==> config.mk <==
export PLATFORM = sky130hd
export DESIGN_NAME = annexb_nal_unit_splitter
export DESIGN_NICKNAME = d
export VERILOG_FILES = /design/src/hw/rtl/anxb_pkg.sv /design/src/hw/rtl/anxb_front.sv /design/src/hw/rtl/anxb_queue.sv /design/src/hw/rtl/anxb_back.sv /design/src/hw/rtl/annexb_nal_unit_splitter.sv
export SDC_FILE = /design/constraint.sdc
export NUM_CORES = 1
export LEC_CHECK = 0
export BUFFER_PORTS_ARGS = -buffer_cell sky130_fd_sc_hd__buf_4
export CAP_MARGIN = 20
export CORE_MARGIN = 3
export CORE_UTILIZATION = 40
export DETAILED_ROUTE_END_ITERATION = 12
export SYNTH_ARGS = -nofsm -noshare
export SYNTH_HDL_FRONTEND = slang
export SYNTH_SLANG_ARGS = --single-unit
==> constraint.sdc <==
create_clock -name clk -period 15.3 [get_ports clk]
set_input_delay 3.825 -clock clk [delete_from_list [all_inputs] [get_ports clk]]
set_output_delay 3.825 -clock clk [all_outputs]
set_load 0.02 [all_outputs]
==> src/hw/rtl/anxb_pkg.sv <==
// shared types and constants for the annex b nal unit splitter
// used by the front end, the command queue, the back end and the top level
`timescale 1ns / 1ps
package anxb_pkg;

  localparam logic [7:0] TYPE_MASK   = 8'h1F;
  localparam logic [7:0] BYTE_ZERO   = 8'h00;
  localparam logic [7:0] BYTE_ONE    = 8'h01;
  localparam logic [7:0] BYTE_EPB    = 8'h03;
  localparam logic [1:0] ZERO_SAT    = 2'd3;
  localparam int         MAX_RESULTS = 4;
  localparam int         SLOT_W      = $clog2(MAX_RESULTS);
  localparam int         CNT_W       = $clog2(MAX_RESULTS + 1);
  localparam int         QUEUE_DEPTH = 4;
  localparam int         QPTR_W      = $clog2(QUEUE_DEPTH);
  localparam int         QCNT_W      = $clog2(QUEUE_DEPTH + 1);

  // one result word
  typedef struct packed {
    logic [7:0] out_byte;
    logic       byte_valid;
    logic       first_in_unit;
    logic       last_in_unit;
    logic [4:0] unit_type;
  } res_t;

  // all result words caused by one input byte
  typedef struct packed {
    res_t [MAX_RESULTS-1:0] slot;
    logic [CNT_W-1:0]       count;
  } cmd_t;

endpackage

==> src/hw/rtl/anxb_front.sv <==
// front end: accepts stream bytes, tracks start codes and zero runs, and
// builds the list of result words for each byte; uses anxb_pkg
`timescale 1ns / 1ps
module anxb_front
  import anxb_pkg::*;
(
  input  logic       clk,
  input  logic       rst,
  input  logic [7:0] data_byte,
  input  logic       end_of_stream,
  input  logic       in_valid,
  output logic       in_ready,
  input  logic       queue_full,
  output logic       push,
  output cmd_t       push_cmd
);

  logic [1:0] held_zero_count, held_zero_count_next;
  logic       inside_unit, inside_unit_next;
  logic       header_next, header_next_next;
  logic [4:0] current_type, current_type_next;
  logic       accept;

  assign in_ready = !queue_full;
  assign accept   = in_valid && in_ready;
  assign push     = accept && (push_cmd.count != '0);

  // classify the byte and list its result words
  always_comb begin
    logic [CNT_W-1:0] n;
    logic             hdr;
    logic [4:0]       typ;
    logic             give_b;
    n                    = '0;
    hdr                  = header_next;
    typ                  = current_type;
    give_b               = 1'b0;
    held_zero_count_next = held_zero_count;
    inside_unit_next     = inside_unit;
    push_cmd             = '0;

    if (data_byte == BYTE_ZERO) begin
      if (held_zero_count != ZERO_SAT) held_zero_count_next = held_zero_count + 2'd1;
    end else if (data_byte == BYTE_ONE && held_zero_count >= 2'd2) begin
      // start code: close the open unit if it holds bytes
      if (inside_unit && !header_next) begin
        push_cmd.slot[n[SLOT_W-1:0]] = '{out_byte: BYTE_ZERO, byte_valid: 1'b0,
            first_in_unit: 1'b0, last_in_unit: 1'b1, unit_type: typ};
        n = n + 1'b1;
      end
      inside_unit_next     = 1'b1;
      hdr                  = 1'b1;
      held_zero_count_next = 2'd0;
    end else if (inside_unit) begin
      // flush held zeros, then the byte unless it is an emulation prevention byte
      for (int i = 0; i < 3; i++) begin
        if (i < int'(held_zero_count)) begin
          push_cmd.slot[n[SLOT_W-1:0]] = '{out_byte: BYTE_ZERO, byte_valid: 1'b1,
              first_in_unit: hdr, last_in_unit: 1'b0, unit_type: hdr ? 5'd0 : typ};
          if (hdr) begin
            typ = 5'd0;
            hdr = 1'b0;
          end
          n = n + 1'b1;
        end
      end
      held_zero_count_next = 2'd0;
      give_b = !(data_byte == BYTE_EPB && held_zero_count >= 2'd2);
      if (give_b) begin
        push_cmd.slot[n[SLOT_W-1:0]] = '{out_byte: data_byte, byte_valid: 1'b1,
            first_in_unit: hdr, last_in_unit: 1'b0,
            unit_type: hdr ? 5'(data_byte & TYPE_MASK) : typ};
        if (hdr) begin
          typ = 5'(data_byte & TYPE_MASK);
          hdr = 1'b0;
        end
        n = n + 1'b1;
      end
    end else begin
      held_zero_count_next = 2'd0;
    end

    // end of stream: close the unit and return to reset state
    if (end_of_stream) begin
      if (inside_unit_next && !hdr) begin
        if (n != '0 && push_cmd.slot[SLOT_W'(n - 1'b1)].byte_valid) begin
          push_cmd.slot[SLOT_W'(n - 1'b1)].last_in_unit = 1'b1;
        end else if (n < CNT_W'(MAX_RESULTS)) begin
          push_cmd.slot[n[SLOT_W-1:0]] = '{out_byte: BYTE_ZERO, byte_valid: 1'b0,
              first_in_unit: 1'b0, last_in_unit: 1'b1, unit_type: typ};
          n = n + 1'b1;
        end
      end
      held_zero_count_next = 2'd0;
      inside_unit_next     = 1'b0;
      hdr                  = 1'b0;
      typ                  = 5'd0;
    end

    push_cmd.count    = n;
    header_next_next  = hdr;
    current_type_next = typ;
  end

  // parser state
  always_ff @(posedge clk) begin
    if (rst) begin
      held_zero_count <= 2'd0;
      inside_unit     <= 1'b0;
      header_next     <= 1'b0;
      current_type    <= 5'd0;
    end else if (accept) begin
      held_zero_count <= held_zero_count_next;
      inside_unit     <= inside_unit_next;
      header_next     <= header_next_next;
      current_type    <= current_type_next;
    end
  end

endmodule

==> src/hw/rtl/anxb_queue.sv <==
// command queue between front end and back end
// small register fifo of cmd_t entries; uses anxb_pkg
`timescale 1ns / 1ps
module anxb_queue
  import anxb_pkg::*;
(
  input  logic clk,
  input  logic rst,
  input  logic push,
  input  cmd_t push_cmd,
  output logic full,
  input  logic pop,
  output logic empty,
  output cmd_t head
);

  cmd_t              mem [QUEUE_DEPTH];
  logic [QPTR_W-1:0] wr_ptr, rd_ptr;
  logic [QCNT_W-1:0] fill;

  assign full  = (fill == QCNT_W'(QUEUE_DEPTH));
  assign empty = (fill == '0);
  assign head  = mem[rd_ptr];

  // storage
  always_ff @(posedge clk) begin
    if (push) mem[wr_ptr] <= push_cmd;
  end

  // pointers and fill level
  always_ff @(posedge clk) begin
    if (rst) begin
      wr_ptr <= '0;
      rd_ptr <= '0;
      fill   <= '0;
    end else begin
      if (push) wr_ptr <= wr_ptr + 1'b1;
      if (pop)  rd_ptr <= rd_ptr + 1'b1;
      if (push && !pop)      fill <= fill + 1'b1;
      else if (pop && !push) fill <= fill - 1'b1;
    end
  end

endmodule

==> src/hw/rtl/anxb_back.sv <==
// back end: walks the result words of the head command, one word a cycle
// while out_ready does not stall it, into the output register; uses anxb_pkg
`timescale 1ns / 1ps
module anxb_back
  import anxb_pkg::*;
(
  input  logic clk,
  input  logic rst,
  input  logic empty,
  input  cmd_t head,
  output logic pop,
  output logic out_valid,
  input  logic out_ready,
  output res_t out_res
);

  logic [SLOT_W-1:0] sel;
  logic              load;
  logic              last_slot;

  assign load      = !out_valid || out_ready;
  assign last_slot = (CNT_W'(sel) + 1'b1) == head.count;
  assign pop       = load && !empty && last_slot;

  // slot select and output valid
  always_ff @(posedge clk) begin
    if (rst) begin
      sel       <= '0;
      out_valid <= 1'b0;
    end else if (load) begin
      out_valid <= !empty;
      if (!empty) sel <= last_slot ? '0 : sel + 1'b1;
    end
  end

  // output payload
  always_ff @(posedge clk) begin
    if (load && !empty) out_res <= head.slot[sel];
  end

endmodule

==> src/hw/rtl/annexb_nal_unit_splitter.sv <==
// Annex B NAL unit splitter. A byte is accepted in any cycle in which the
// 4-entry command queue has room, so the input runs at one byte per clock
// while the queue has room. Each byte yields zero to four result words (held
// zeros, the byte itself, end markers); the back end delivers one word per
// clock from the queue head while out_ready does not stall it. A byte's words
// pass through the command queue and then the single output register. Start
// codes are removed, emulation prevention bytes are dropped, and each unit
// ends with last_in_unit on its final word.
// depends on anxb_pkg, anxb_front, anxb_queue, anxb_back
`timescale 1ns / 1ps
module annexb_nal_unit_splitter
  import anxb_pkg::*;
(
  input  logic       clk,
  input  logic       rst,
  input  logic [7:0] data_byte,
  input  logic       end_of_stream,
  input  logic       in_valid,
  output logic       in_ready,
  output logic [7:0] out_byte,
  output logic       byte_valid,
  output logic       first_in_unit,
  output logic       last_in_unit,
  output logic [4:0] unit_type,
  output logic       out_valid,
  input  logic       out_ready
);

  logic push, full, pop, empty;
  cmd_t push_cmd, head;
  res_t out_res;

  // parse and classify
  anxb_front u_front (
    .clk, .rst, .data_byte, .end_of_stream, .in_valid, .in_ready,
    .queue_full(full), .push, .push_cmd
  );

  // decouple front and back
  anxb_queue u_queue (
    .clk, .rst, .push, .push_cmd, .full, .pop, .empty, .head
  );

  // emit result words
  anxb_back u_back (
    .clk, .rst, .empty, .head, .pop, .out_valid, .out_ready, .out_res
  );

  assign out_byte      = out_res.out_byte;
  assign byte_valid    = out_res.byte_valid;
  assign first_in_unit = out_res.first_in_unit;
  assign last_in_unit  = out_res.last_in_unit;
  assign unit_type     = out_res.unit_type;

endmodule

* Word level (Yosys, flattened, before mapping)
Memory sizes are Yosys's and may differ from the RTL's. A register that Yosys moved wholly into a read port is not among the register bits.
Cells that the tools add are included.
** Word-level totals
- Memory bits (writable) :: 268
- Register bits :: 35
- Latch bits :: 0
- Bits in read-only memories :: 0
- Bits of input ports :: 13
- Memories kept :: 1
** Cells by class
- Div/mod/pow operators :: 0
- Reduce and logical (&&, ||, !) cells :: 31
- Mux-type cells :: 113
- Bitwise gates (word level) :: 1
- Add/subtract/negate cells :: 12
- $lt $le $gt $ge :: 16
- Shift operators :: 0
- Multipliers :: 0
- Equal/unequal tests :: 6
** Memories
- u_queue.mem :: words 4, width 67, read ports 1, clocked after memory_dff 1, wr ports 1, RTL line anxb_queue.sv:17 : cmd_t mem [QUEUE_DEPTH];
** Operators by type and width (count)
- $mux W64 :: 15
- $bwmux W64 :: 5
- $demux W16 S2 :: 5
- $mux W16 :: 9
- $mux W5 :: 21
- $bmux W16 S2 :: 2
- $mux W3 :: 21
- $mux W48 :: 1
- $mux W1 :: 24
- $lt A2 B3 Y1 const B :: 6
- $logic_and A1 B1 Y1 :: 16
- $mux W8 :: 2
- $add A3 B1 Y3 const B :: 5
- $mux W2 :: 6
- $mux W6 :: 2
- $ge A2 B1 Y1 const B :: 5
- $add A2 B1 Y2 const B :: 4
- $eq A8 B1 Y1 const B :: 1
- $eq A8 B2 Y1 const B :: 1
- $logic_not A8 Y1 :: 1
- $logic_not A1 Y1 :: 7
- $reduce_bool A3 Y1 :: 2
- $lt A1 B2 Y1 const A :: 2
- $reduce_and A2 Y1 :: 2
- other kinds (14) :: 14

* Longest topological paths before layout
Gate-level depths: netlist (run 1).
- Depth after elaboration :: 36
- Depth in mapped cells :: 21
- Gate-level depth less buffers :: 19

* Hierarchy
Synthesis (run 1) repeated with hierarchy kept, for this count alone.
** Second synthesis, totals
- Cell total of the unflattened synthesis :: 776
- Area total of the unflattened synthesis :: 13402.9 sq um
** By module, submodules not included
- anxb_queue :: cells an instance 394, times used 1, area each 10131.0 sq um
- anxb_front :: cells an instance 326, times used 1, area each 2163.3 sq um
- anxb_back :: cells an instance 56, times used 1, area each 1108.6 sq um

* Least setup slack after synthesis (run 1)
No wires, ideal clock.
- Path kind :: input to register
- Start :: input data_byte[3]
- End :: memory u_queue.mem[0][0] in the netlist's numbering (enable)
- Cell stages on the path :: 14
- Arrival time :: 7.989 ns
- Setup time :: 0.432 ns
- Buffers on the path :: 2
- Path slack :: 6.879 ns
- Cells stage by stage :: or4_4 -> buf_6 -> or3_1 -> nor3_1 -> a21oi_1 -> nand2b_1 -> ha_1 -> o221ai_1 -> nand2b_1 -> a21o_1 -> buf_4 -> a2111oi_4 -> nor3_4 -> and2_1
** Between the ends
- Word-level cells in the longest chain between the ends :: 17
- Elaborated cells between the ends (all ways) :: 37
- Classes of those cells :: 2 x add/sub; 1 x order compare; 2 x eq/ne; 23 x mux; 9 x reduce/logical
** RTL lines
- start: declaration :: RTL line annexb_nal_unit_splitter.sv:16 : input logic [7:0] data_byte,
- $eq A8 B2 Y1 :: RTL line anxb_front.sv:68 : give_b = !(data_byte == BYTE_EPB && held_zero_count >= 2'd2);
- $logic_and A1 B1 Y1 :: RTL line anxb_front.sv:68
- $mux W3 :: RTL line anxb_front.sv:69 : if (give_b) begin
- $mux W3 :: RTL line anxb_front.sv:54 : end else if (inside_unit) begin
- $mux W3 :: RTL line anxb_front.sv:44 : end else if (data_byte == BYTE_ONE && held_zero_count >= 2'd2) begin
- $mux W3 :: RTL line anxb_front.sv:42 : if (data_byte == BYTE_ZERO) begin
- $sub A2 B1 Y2 :: RTL line anxb_front.sv:86 : if (n != '0 && push_cmd.slot[SLOT_W'(n - 1'b1)].byte_valid) begin
- $bmux W16 S2 :: RTL line anxb_front.sv:86
- (+2 left out)
- $mux W3 :: RTL line anxb_front.sv:86
- $mux W3 :: RTL line anxb_front.sv:85 : if (inside_unit_next && !hdr) begin
- $mux W3 * :: RTL line anxb_front.sv:84 : if (end_of_stream) begin
- $reduce_bool A3 Y1 * :: RTL line anxb_front.sv:26 : assign push = accept && (push_cmd.count != '0);
- $logic_and A1 B1 Y1 * :: RTL line anxb_front.sv:26
- via push :: RTL line annexb_nal_unit_splitter.sv:29 : logic push, full, pop, empty;
- $mux W1 * :: RTL line anxb_queue.sv:27 : if (push) mem[wr_ptr] <= push_cmd;
- $mux W1 (not written as such) * :: RTL line anxb_queue.sv:27
- end: declaration :: RTL line anxb_queue.sv:17
The timed path passes the listed nets; every way through them passes the cells marked *. The select of a mux whose other input is x is not followed.

* Worst setup path in the final report (run 1)
- Start :: input data_byte[3]
- End :: memory u_queue.mem[0][33] in the netlist's numbering (enable)
The elaborated chain is that of the path after synthesis.

==> results of run 1 <==
cell type report:
type / instances / area, sq um / share of cell area (%)
multi-input combinational: 410 / 4040 / 26.9
clock inverter: 19 / 274 / 1.83
sequential: 305 / 8960 / 59.7
inverter: 13 / 48.8 / 0.326
timing repair buffer: 38 / 305 / 2.04
clock buffer: 39 / 826 / 5.51
tap: 435 / 544 / 3.63
sequential cells by signal, summed over array words and instances (netlist names), named ones only:
signal and count:
u_front.held_zero_count 2, u_queue.wr_ptr 2, u_back.sel 2, u_front.inside_unit 1, u_back.out_res 16, u_queue.rd_ptr 2
u_queue.mem 268, u_queue.fill 3, u_front.current_type 5, u_back.out_valid 1, u_front.header_next 1
power by group through the flow:
stage / Combinational, mW / Clock (mW) / Sequential [mW]
final: 0.0113 / 0.801 / 0.897
after global routing: 0.0121 / 0.855 / 0.896
after CTS: 0.0112 / 0.816 / 0.897
after detailed placement: 0.0111 / 0 / 0.915
after global placement: 0.0109 / 0 / 0.915
after floorplan: 0.00406 / 0 / 0.915
stage by stage:
stage / setup slack [ns] / instances / util, %
detailed placement: 6.65 / 1200 / 43.4
floorplan: 6.88 / 767 / -
global placement: 6.71 / 1200 / 43.4
global route: 6.96 / 1259 / 46.9
finish: 7.24 / 1259 / 46.9
CTS: 7.25 / 1258 / 46.8
synthesized netlist by cell type (2+ instances only):
cell type	number
nor3_2	2
a21oi_1	24
nand3_1	19
and4_1	2
ha_1	20
dfxtp_1	21
nor4_1	2
xor2_1	5
nand2b_1	10
o21ai_0	31
o22ai_1	4
o211ai_1	4
a31o_2	3
nor3_1	5
mux2i_1	2
edfxtp_1	284
or2_2	2
o21a_1	2
nor2b_1	2
buf_2	2
a211oi_1	3
mux4_2	83
a22o_1	3
o31a_1	2
a21o_1	4
and3_1	15
clkbuf_1	27
buf_1	8
nand3b_1	2
nand2_1	35
a31oi_1	3
a22oi_1	7
xnor2_1	6
nor2_1	40
inv_1	13
a221oi_1	2
or3_1	3
nand4_1	2
and2_1	30
worst register-to-register path: cells and delay by family, from the launching register on:
kind | cells | cell delay (ns)
compound gates | 4 | 1.42
fa+ha+maj | 2 | 0.67
buf+inv | 2 | 0.72
flops | 1 | 0.44
simple gates | 5 | 1.83
worst max-delay path by stage:
| stage | from | endpoint | slack, ns | depth (start not counted) |
|---|---|---|---|---|
| 6_report | data_byte[3] | u_queue.mem[0][33]$_DFFE_PP_ | 7.24 | 14 |
| 3_5_place_dp | data_byte[3] | u_queue.mem[0][32]$_DFFE_PP_ | 6.65 | 14 |
| 2_1_floorplan | data_byte[3] | u_queue.mem[0][0]$_DFFE_PP_ | 6.88 | 14 |
| 4_1_cts | data_byte[3] | u_queue.mem[0][53]$_DFFE_PP_ | 7.25 | 14 |
| 5_1_grt | data_byte[3] | u_queue.mem[0][53]$_DFFE_PP_ | 6.96 | 14 |
| 3_3_place_gp | data_byte[3] | u_queue.mem[0][32]$_DFFE_PP_ | 6.71 | 14 |
cell usage in the layout, fill, tap and decap left out, types with 13 or more instances in the layout:
cell type	count
a21oi_1	23
and2_1	26
and3_1	15
buf_4	37
clkbuf_16	31
dfxtp_1	19
edfxtp_1	284
ha_1	20
inv_1	13
mux4_2	83
nand2_1	35
nand3_1	19
nor2_1	40
o21ai_0	31
layer usage:
metal | share of wire, % | vias to the layer above | track usage (%) | wire (microns)
met2 | 47 | 216 | 25.5 | 13200
met5 | 0 | - | 0 | 0
met3 | 5.4 | 47 | 2.55 | 1500
met1 | 45 | 3641 | 23.0 | 12500
met4 | 2.4 | 0 | 4.16 | 680
li1 | - | 3146 | - | -
cell families after synthesis:
| logic type | count (synthesis) | share of synthesized area, % |
|---|---|---|
| buffers and inverters | 52 | 1.59 |
| adder cells (fa/ha/maj) | 21 | 2.05 |
| AO/OA/AOI/OAI | 108 | 5.61 |
| AND/OR/NAND/NOR | 184 | 7.59 |
| flip-flops | 305 | 68.0 |
| XOR/XNOR | 11 | 0.732 |
| multiplexers | 86 | 14.5 |
==> results.md, run 1 <==
Outcome:
- The flow ran to the end, and the final reports show no timing, DRC or antenna violations.

Place:
- The number of buffers inserted by port buffering is 30.
- The instance area at placement is about 14000 sq um.
- The global placer's final weighted congestion is between 0.9 and 1.
- The detailed-placement wirelength estimate is 16100 microns.

STA:
- For the final database, setup skew stands at 0.00949 ns.
- Summed over all failing endpoints, the final setup total negative slack is 0 ns.
- The max-slew violation count is 0.
- Counting I/O delays and the setup requirement, the final critical path takes 8.06 ns.
- The number of hold violations in the final report is 0.
- The top achievable clock speed is 124 MHz.
- At the pin with the least slew margin, the transition time is ~1.1 ns.
- In the finished design, the share of the clock period the worst path needs comes to 52.7%.
- Setup repair after global routing left no endpoint under its margin.
- The count of final setup violators is 0.
- Hold timing on the final database bottoms out at a slack of 0.502 ns.
- In this run the tightest slew margin relative to its limit is 24.9%.

Clocking:
- The clock transition time at the flip-flop clock pins of the worst setup and hold paths is 0.06 ns.
- The total CTS buffers is 31.
- The clock passes through at most 3 buffers.
- CTS saw around 310 sinks.
- TritonCTS built the clock tree.
- The later-pin clock latency in the skew report is 0.56 ns.
- The number of resized instances in the post-cts repair step is 0.
- The number of hold buffers added after CTS was 0.
- CTS built an H-tree with a depth of 1.
- The cell sitting at the root of the clock tree is a clkbuf_16.
- The number of setup buffers added after CTS is 0.

Global routing:
- Entering global routing, the biggest net connects ~70 pins.
- The global-route usage over all layers is 16.0%.
- The initial antenna violation count is 1.
- The first global-routing pass estimated 43600 microns of wire.
- The total overflow left after global routing is 0.
- The via count of the first global-routing pass was approximately 7300.

Power:
- The proportion of power drawn by the clock network is ~47%.
- Summed over all cells, the static leakage comes to 5.15 nW.
- The net load switching power is 322 uW.
- Internal power comes to 1.39 mW.
- The net switching fraction of the power is a little under a fifth.
- The peak supply drop is 0.0752 mV.
- The combinational fraction of design power is 0.7%.
- The completed layout was analyzed and its total power is 1.71 mW.
- The power per standard cell area is 114 nW/um^2.
- The sequential group share of total power is 52.5%.

Finish:
- The final layout contains 833 nets.
- After routing the design area is 15000 sq um.
- The area growth from synthesis to layout is 13.9%.
- 0 antenna diodes ended up in the layout.
- The share of layout cells above drive strength 1 is ~24%.
- The fill cell total of the finished layout is 2725.

Critical path:
- The critical path data required time is between 15 and 20 ns.
- The end of the worst register-to-register path is u_queue.mem[0][33]$_DFFE_PP_.
- The endpoint kind of the worst setup timing path is a flop.
- The signal on the critical path passes through buf_4 > or4_4 > or3_1 > nor3_1 > a21oi_1 > nand2b_1 > ha_1 > o221ai_1 > nand2b_1 > a21o_1 > a2111oi_4 > nor3_4 > and2_4 > buf_4.
- The critical path contains buffers and inverters numbering 2 combined.
- The flop-to-flop setup slack is 9.84 ns.
- The delay of the slowest cell on the worst path is 0.62 ns.
- The kind of start point of the critical path is an input pin.
- The worst register-to-register path has a depth of 13.
- The arrival time reported for the critical path endpoint is just over 8 ns.
- The worst setup path is of the input pin to flop kind.
- The worst register-to-register path begins at u_front.held_zero_count[0]$_SDFFE_PP0P_.
- The cell with the biggest individual delay on the critical path is or4_4.
- The kind of cell with the highest combined delay on the critical path is simple AND/OR/NAND/NOR gates.
- Along the worst path, the maximum fanout reaches 35.

Run:
- The tool flagged a number of max-cap violations equal to 0.

Route:
- The first detailed-routing pass ran for 5 iterations.
- The residual antenna-violating net count after detailed routing is 0.
- After detailed routing, the number of remaining DRC violations is 0.
- The first routing iteration left 713 violations.
- In the routed layout, each cell is associated on average with a via count of 5.60.
- The final layout contains routed wiring with a total length of 27900 microns.
- In the final routed layout, each cell accounts on average for 22.2 microns.
- The routed layout has 7050 vias.

Die:
- The total number of placement rows is 65.
- The die height is 187 microns.
- The starting density of the core is 41.2%.
- The core region is 32000 sq um.
- The area of the die is 35100 sq um.
- In this run the horizontal extent of the chip is 187 microns.
- The number of placed I/O pins is 31.

Hold path:
- The worst hold path terminates at u_back.out_valid$_SDFFE_PP0N_.
- The path type of the worst min-delay path is flop to flop.
- The worst hold path passes through 2 cells.
- The worst hold path begins at u_back.out_valid$_SDFFE_PP0N_.

Synthesis:
- The synthesized design contains 284 enable-type register cells.
- The mapped netlist covers approximately 13000 sq um.
- The mean cell area of the mapped netlist is 17.2 sq um.
- The count of unique library cells instantiated by Yosys is 72.
- The proportion of synthesized chip area in sequential cells is 68.0%.
- For this run, the leading register cell type out of synthesis is edfxtp_1.
- The share of flip-flops with an asynchronous set or reset after synthesis is 0%.
- After synthesis, the largest area contributor takes up 64.8% of total cell area.
- Yosys printed 0 warnings.
- The number of synthesized register bits is 305.
- Counting every net in the synthesized netlist gives around 800.
- Ranked by total cell area, the synthesized netlist is headed by edfxtp_1, mux4_2, dfxtp_1.
- The instance count of the mapped netlist is 767.
- The dominant cell type by area after synthesis is edfxtp_1.
No activity file was read; power rests on OpenSTA's default activity.
==> run 2, diff against run 1 <==
--- a/config.mk
+++ b/config.mk
@@ -5,6 +5,7 @@
 export SDC_FILE = /design/constraint.sdc
 export NUM_CORES = 1
 export LEC_CHECK = 0
+export ABC_AREA = 1
 export BUFFER_PORTS_ARGS = -buffer_cell sky130_fd_sc_hd__buf_4
 export CAP_MARGIN = 20
 export CORE_MARGIN = 3
==> constraint.sdc (replaced) <==
create_clock -name clk -period 7.7 [get_ports clk]
set_input_delay 1.925 -clock clk [delete_from_list [all_inputs] [get_ports clk]]
set_output_delay 1.925 -clock clk [all_outputs]
set_load 0.02 [all_outputs]
==> results.md, run 2 <==
Outcome:
- Result of the run: complete, no violations (unchanged).

Clocking:
- The clock transition time at the flip-flop clock pins of the worst setup and hold paths is 0.06 ns (about the same).
- The clock sink total was 305 (unchanged).
- The number of resized instances in the post-cts repair step was 0 (unchanged).
- The root buffer cell is clkbuf_16 (unchanged).
- The deepest clock path buffer count is 3 (unchanged).
- The cts-stage hold buffer count came to 0 (unchanged).
- The number of setup buffers added after CTS is 0 (unchanged).
- The later-pin clock latency in the skew report came to 0.51 ns (was 0.56 ns).
- The TritonCTS clock tree is done (unchanged).
- The number of H-tree levels is 2 (was 1).
- The total CTS buffers is 35 (was 31).

Global routing:
- The initial antenna violation count came to 0 (was 1).
- The global-route track usage on met2 is 32.0% (was 25.5%).
- The layer with the highest usage was met2 (unchanged).
- The global-route met3 utilization was 3.13% (was 2.55%).
- The global-route usage over all layers was 19.6% (was 16.0%).
- The first-pass GRT wire length is 54500 microns (was 43600 microns).
- The via count of the first global-routing pass came to 9183 (was 7322).
- The total global routing overflow is 0 (unchanged).
- The largest net degree at the start of global routing came to 95 (was 68).
- The routing usage on met1 came to 26.7% (was 23.0%).

Critical path:
- The arrival time reported for the critical path endpoint came to 5.66 ns (was 8.26 ns).
- The endpoint kind of the worst setup timing path is a flop (unchanged).
- The kind of start point of the critical path is an input pin (unchanged).
- The end of the worst register-to-register path is u_queue.mem[2][42]$_DFFE_PP_ (was u_queue.mem[0][33]$_DFFE_PP_).
- The critical path data required time is 7.89 ns (was 15.50 ns).
- The maximum fanout along the worst path is 43 (was 35).
- The critical path launch point is data_byte[4] (was data_byte[3]).
- The flop-to-flop setup slack is 2.92 ns (was 9.84 ns).
- The type of the setup path with the least slack is input pin to flop (unchanged).
- The launch point of the worst reg-to-reg path is u_front.held_zero_count[0]$_SDFFE_PP0P_ (unchanged).
- The number of cells on the worst reg-to-reg path is 21 (was 13).

Route:
- The residual antenna-violating net count after detailed routing is 0 (unchanged).
- The via count was 9410 (was 7050).
- The number of remaining DRC errors is 0 (unchanged).
- The iteration count of the initial detailed-routing pass came to 5 (unchanged).
- The detailed router's first-iteration violation count is 828 (was 713).
- The via density per instance is 5.64 (was 5.60).
- The final routed wirelength across all metal layers is 35700 microns (was 27900 microns).
- The post-detailed-route wirelength per cell is 21.4 microns (was 22.2 microns).

STA:
- Unrepaired setup endpoints after global routing: false (unchanged).
- The transition at the pin with the smallest max-transition slack is 1.08 ns (was 1.12 ns).
- The sum of negative setup slack is 0 ns (unchanged).
- The portion of the clock cycle consumed by the worst path in the final layout is 71.1%.
- The number of hold violations in the final report is 0 (unchanged).
- The clock tree skew after final layout is 0.0186 ns (was 0.00949 ns).
- The count of final setup violators came to 0 (unchanged).
- The max-slew violation count is 0 (unchanged).
- The remaining max-slew budget at the tightest pin is 27.7% (was 24.9%).
- For this run, the top clock speed supported by timing is 183 MHz.
- Subtracting the final worst setup slack from the clock period gives 5.48 ns.

Run:
- The number of max-cap violations was 0 (unchanged).

Finish:
- The antenna diode count came to 0 (unchanged).
- Commonest cells after routing, fill and taps aside: edfxtp_1, nor2_1, o21ai_0, nand2_1, inv_1 (was edfxtp_1, mux4_2, nor2_1, buf_4, nand2_1).
- The share of layout cells above drive strength 1 is 12.4% (was 24.4%).
- The flip-flop count of the largest register, all copies and words added came to 268 (unchanged).
- The most common library cell in the layout ignoring fill and taps is edfxtp_1 (unchanged).
- The synthesis-to-layout area growth is 13.2% (was 13.9%).
- The number of nets in the final layout is 1236 (was 833).
- Largest registers: u_queue.mem x268, u_back.out_res x16, u_front.current_type x5 (unchanged).
- The post-route core utilization is 46.5% (was 46.9%).
- The register with the most flip-flops was u_queue.mem (unchanged).
- The fill cell total of the finished layout is 3012 (was 2725).
- The final cell count without fillers is 1669 (was 1259).

Place:
- The global placer's final weighted congestion is 0.930 (was 0.904).
- The detailed-placement wirelength estimate is 21700 microns (was 16100 microns).
- The number of placed instances, taps included is 1607 (was 1200).
- The number of buffers inserted by port buffering is 30 (unchanged).

Synthesis:
- Top cells by area in the synthesized netlist: edfxtp_1, o21ai_0, nor2_1 (was edfxtp_1, mux4_2, dfxtp_1).
- The proportion of synthesized chip area in sequential cells is 66.0% (was 68.0%).
- The share of flip-flops with an asynchronous set or reset after synthesis is 0% (unchanged).
- Synth cell count leaders: edfxtp_1, nor2_1, o21ai_0 (was edfxtp_1, mux4_2, nor2_1).
- The synthesized netlist net count came to 1220 (was 801).
- The count of synthesis-stage warnings from yosys is 0 (unchanged).
- The instance count of the mapped netlist is 1186 (was 767).
- The count of unique library cells instantiated by Yosys is 48 (was 72).
- The most frequently used cell type in the post-synthesis netlist is edfxtp_1 (unchanged).
- The number of synthesized register bits was 305 (unchanged).
- The most instantiated flip-flop cell in the synthesis netlist is edfxtp_1 (unchanged).
- The mapped cell area is 13600 sq um (was 13200 sq um).
- The mean cell area of the mapped netlist was 11.4 sq um (was 17.2 sq um).
- The dominant cell type by area after synthesis is edfxtp_1 (unchanged).
- The fraction of post-synthesis cell area in the top cell type by area is 62.9% (was 64.8%).
- The number of flops mapped to enable cells by yosys is 284 (unchanged).

Power:
- The proportion of power drawn by the clock network was 46.8% (was 46.9%).
- The net switching fraction of the power is 19.7% (was 18.9%).
- The sequential group share of total power is 52.0% (was 52.5%).
- The total leakage power is 4.98 nW (was 5.15 nW).
- The cell-internal power came to 2.75 mW (was 1.39 mW).
- The net load switching power came to 677 uW (was 322 uW).
- The peak supply drop is 0.142 mV (was 0.0752 mV).
- The combinational fraction of design power was 1.1% (was 0.7%).
- The power per standard cell area is 224 nW/um^2 (was 114 nW/um^2).
- The total chip power is 3.43 mW (was 1.71 mW).

Die:
- The area of the die came to 36100 sq um (was 35100 sq um).
- The starting density of the core came to 41.1% (was 41.2%).
- The total core area is 32900 sq um (was 32000 sq um).
- The number of placed I/O pins is 31 (unchanged).
- The die height was 190 microns (was 187 microns).
- The total number of placement rows is 66 (was 65).
- The die boundary width was 190 microns (was 187 microns).

Hold path:
- The worst hold path cell count came to 2 (unchanged).
- The path type of the worst min-delay path was flop to flop (unchanged).
- The source of the worst hold timing path is u_queue.rd_ptr[1]$_SDFFE_PP0P_ (was u_back.out_valid$_SDFFE_PP0N_).
[run 2: layout make-up]
class / count / area [sq um] / area share (%)
flip-flops and latches: 305 / 8950 / 58.4
multi-input cells: 702 / 3940 / 25.7
clock buffers: 42 / 923 / 6.02
well taps: 442 / 553 / 3.61
inverters: 116 / 445 / 2.90
repair buffers: 42 / 328 / 2.14
clock inverters: 20 / 189 / 1.23
[run 2: worst max-delay path by stage]
| stage | slack (ns) | to | depth (start not counted) |
|---|---|---|---|
| global route | 1.84 | u_queue.mem[2][10]$_DFFE_PP_ | 20 |
| floorplan | 0.53 | u_queue.mem[0][0]$_DFFE_PP_ | 18 |
| global placement | 1.81 | u_queue.mem[2][50]$_DFFE_PP_ | 20 |
| CTS | 2.19 | u_queue.mem[2][10]$_DFFE_PP_ | 20 |
| detailed placement | 1.67 | u_queue.mem[2][50]$_DFFE_PP_ | 20 |
| finish | 2.23 | u_queue.mem[2][42]$_DFFE_PP_ | 20 |
[run 2: kinds of logic after synthesis]
| logic type | share of synthesized area, % |
|---|---|
| simple gates | 12.8 |
| flops | 66.0 |
| compound gates | 13.7 |
| buf+inv | 5.21 |
| fa+ha+maj | 1.99 |
| xor+xnor | 0.259 |
[run 2: power by group through the flow]
| stage | logic [mW] | registers, mW | clock network [mW] |
|---|---|---|---|
| 3_5_place_dp | 0.0392 | 1.82 | 0 |
| 2_1_floorplan | 0.0217 | 1.82 | 0 |
| 3_3_place_gp | 0.0387 | 1.82 | 0 |
| 4_1_cts | 0.0394 | 1.79 | 1.64 |
| 5_1_grt | 0.0433 | 1.78 | 1.71 |
| 6_report | 0.0391 | 1.79 | 1.61 |
[run 2: through the flow]
| step | hold WS (ns) | cell area (sq um) | setup slack (ns) |
|---|---|---|---|
| global route | 0.483 | 15300 | 1.84 |
| floorplan | 0.436 | 13600 | 0.528 |
| finish | 0.455 | 15300 | 2.23 |
| global placement | 0.440 | 14200 | 1.81 |
| CTS | 0.460 | 15300 | 2.19 |
| detailed placement | 0.450 | 14200 | 1.67 |
[run 2: metal layers]
metal	up-vias	wire length, microns	share of wire, %
met2	334	17100	48
li1	4330	-	-
met5	-	0	0
met3	69	2280	6.4
met4	0	1170	3.3
met1	4677	15200	43
[run 2: critical path: stages]
cell and delay, ns:
buf_4 0.12, nor2_1 0.17, nand2_2 0.12, nor2_4 0.15, nand2_4 0.11, clkinv_2 0.10, o21ai_0 0.08, nor2_1 0.27
inv_1 0.18, ha_1 0.34, inv_1 0.10, nand3_2 0.10, nand2_4 0.11, nand3_1 0.07, nand2_1 0.14, inv_2 0.05
nand3_2 0.10, nand2_1 0.24, nor2_4 0.77, buf_12 0.35
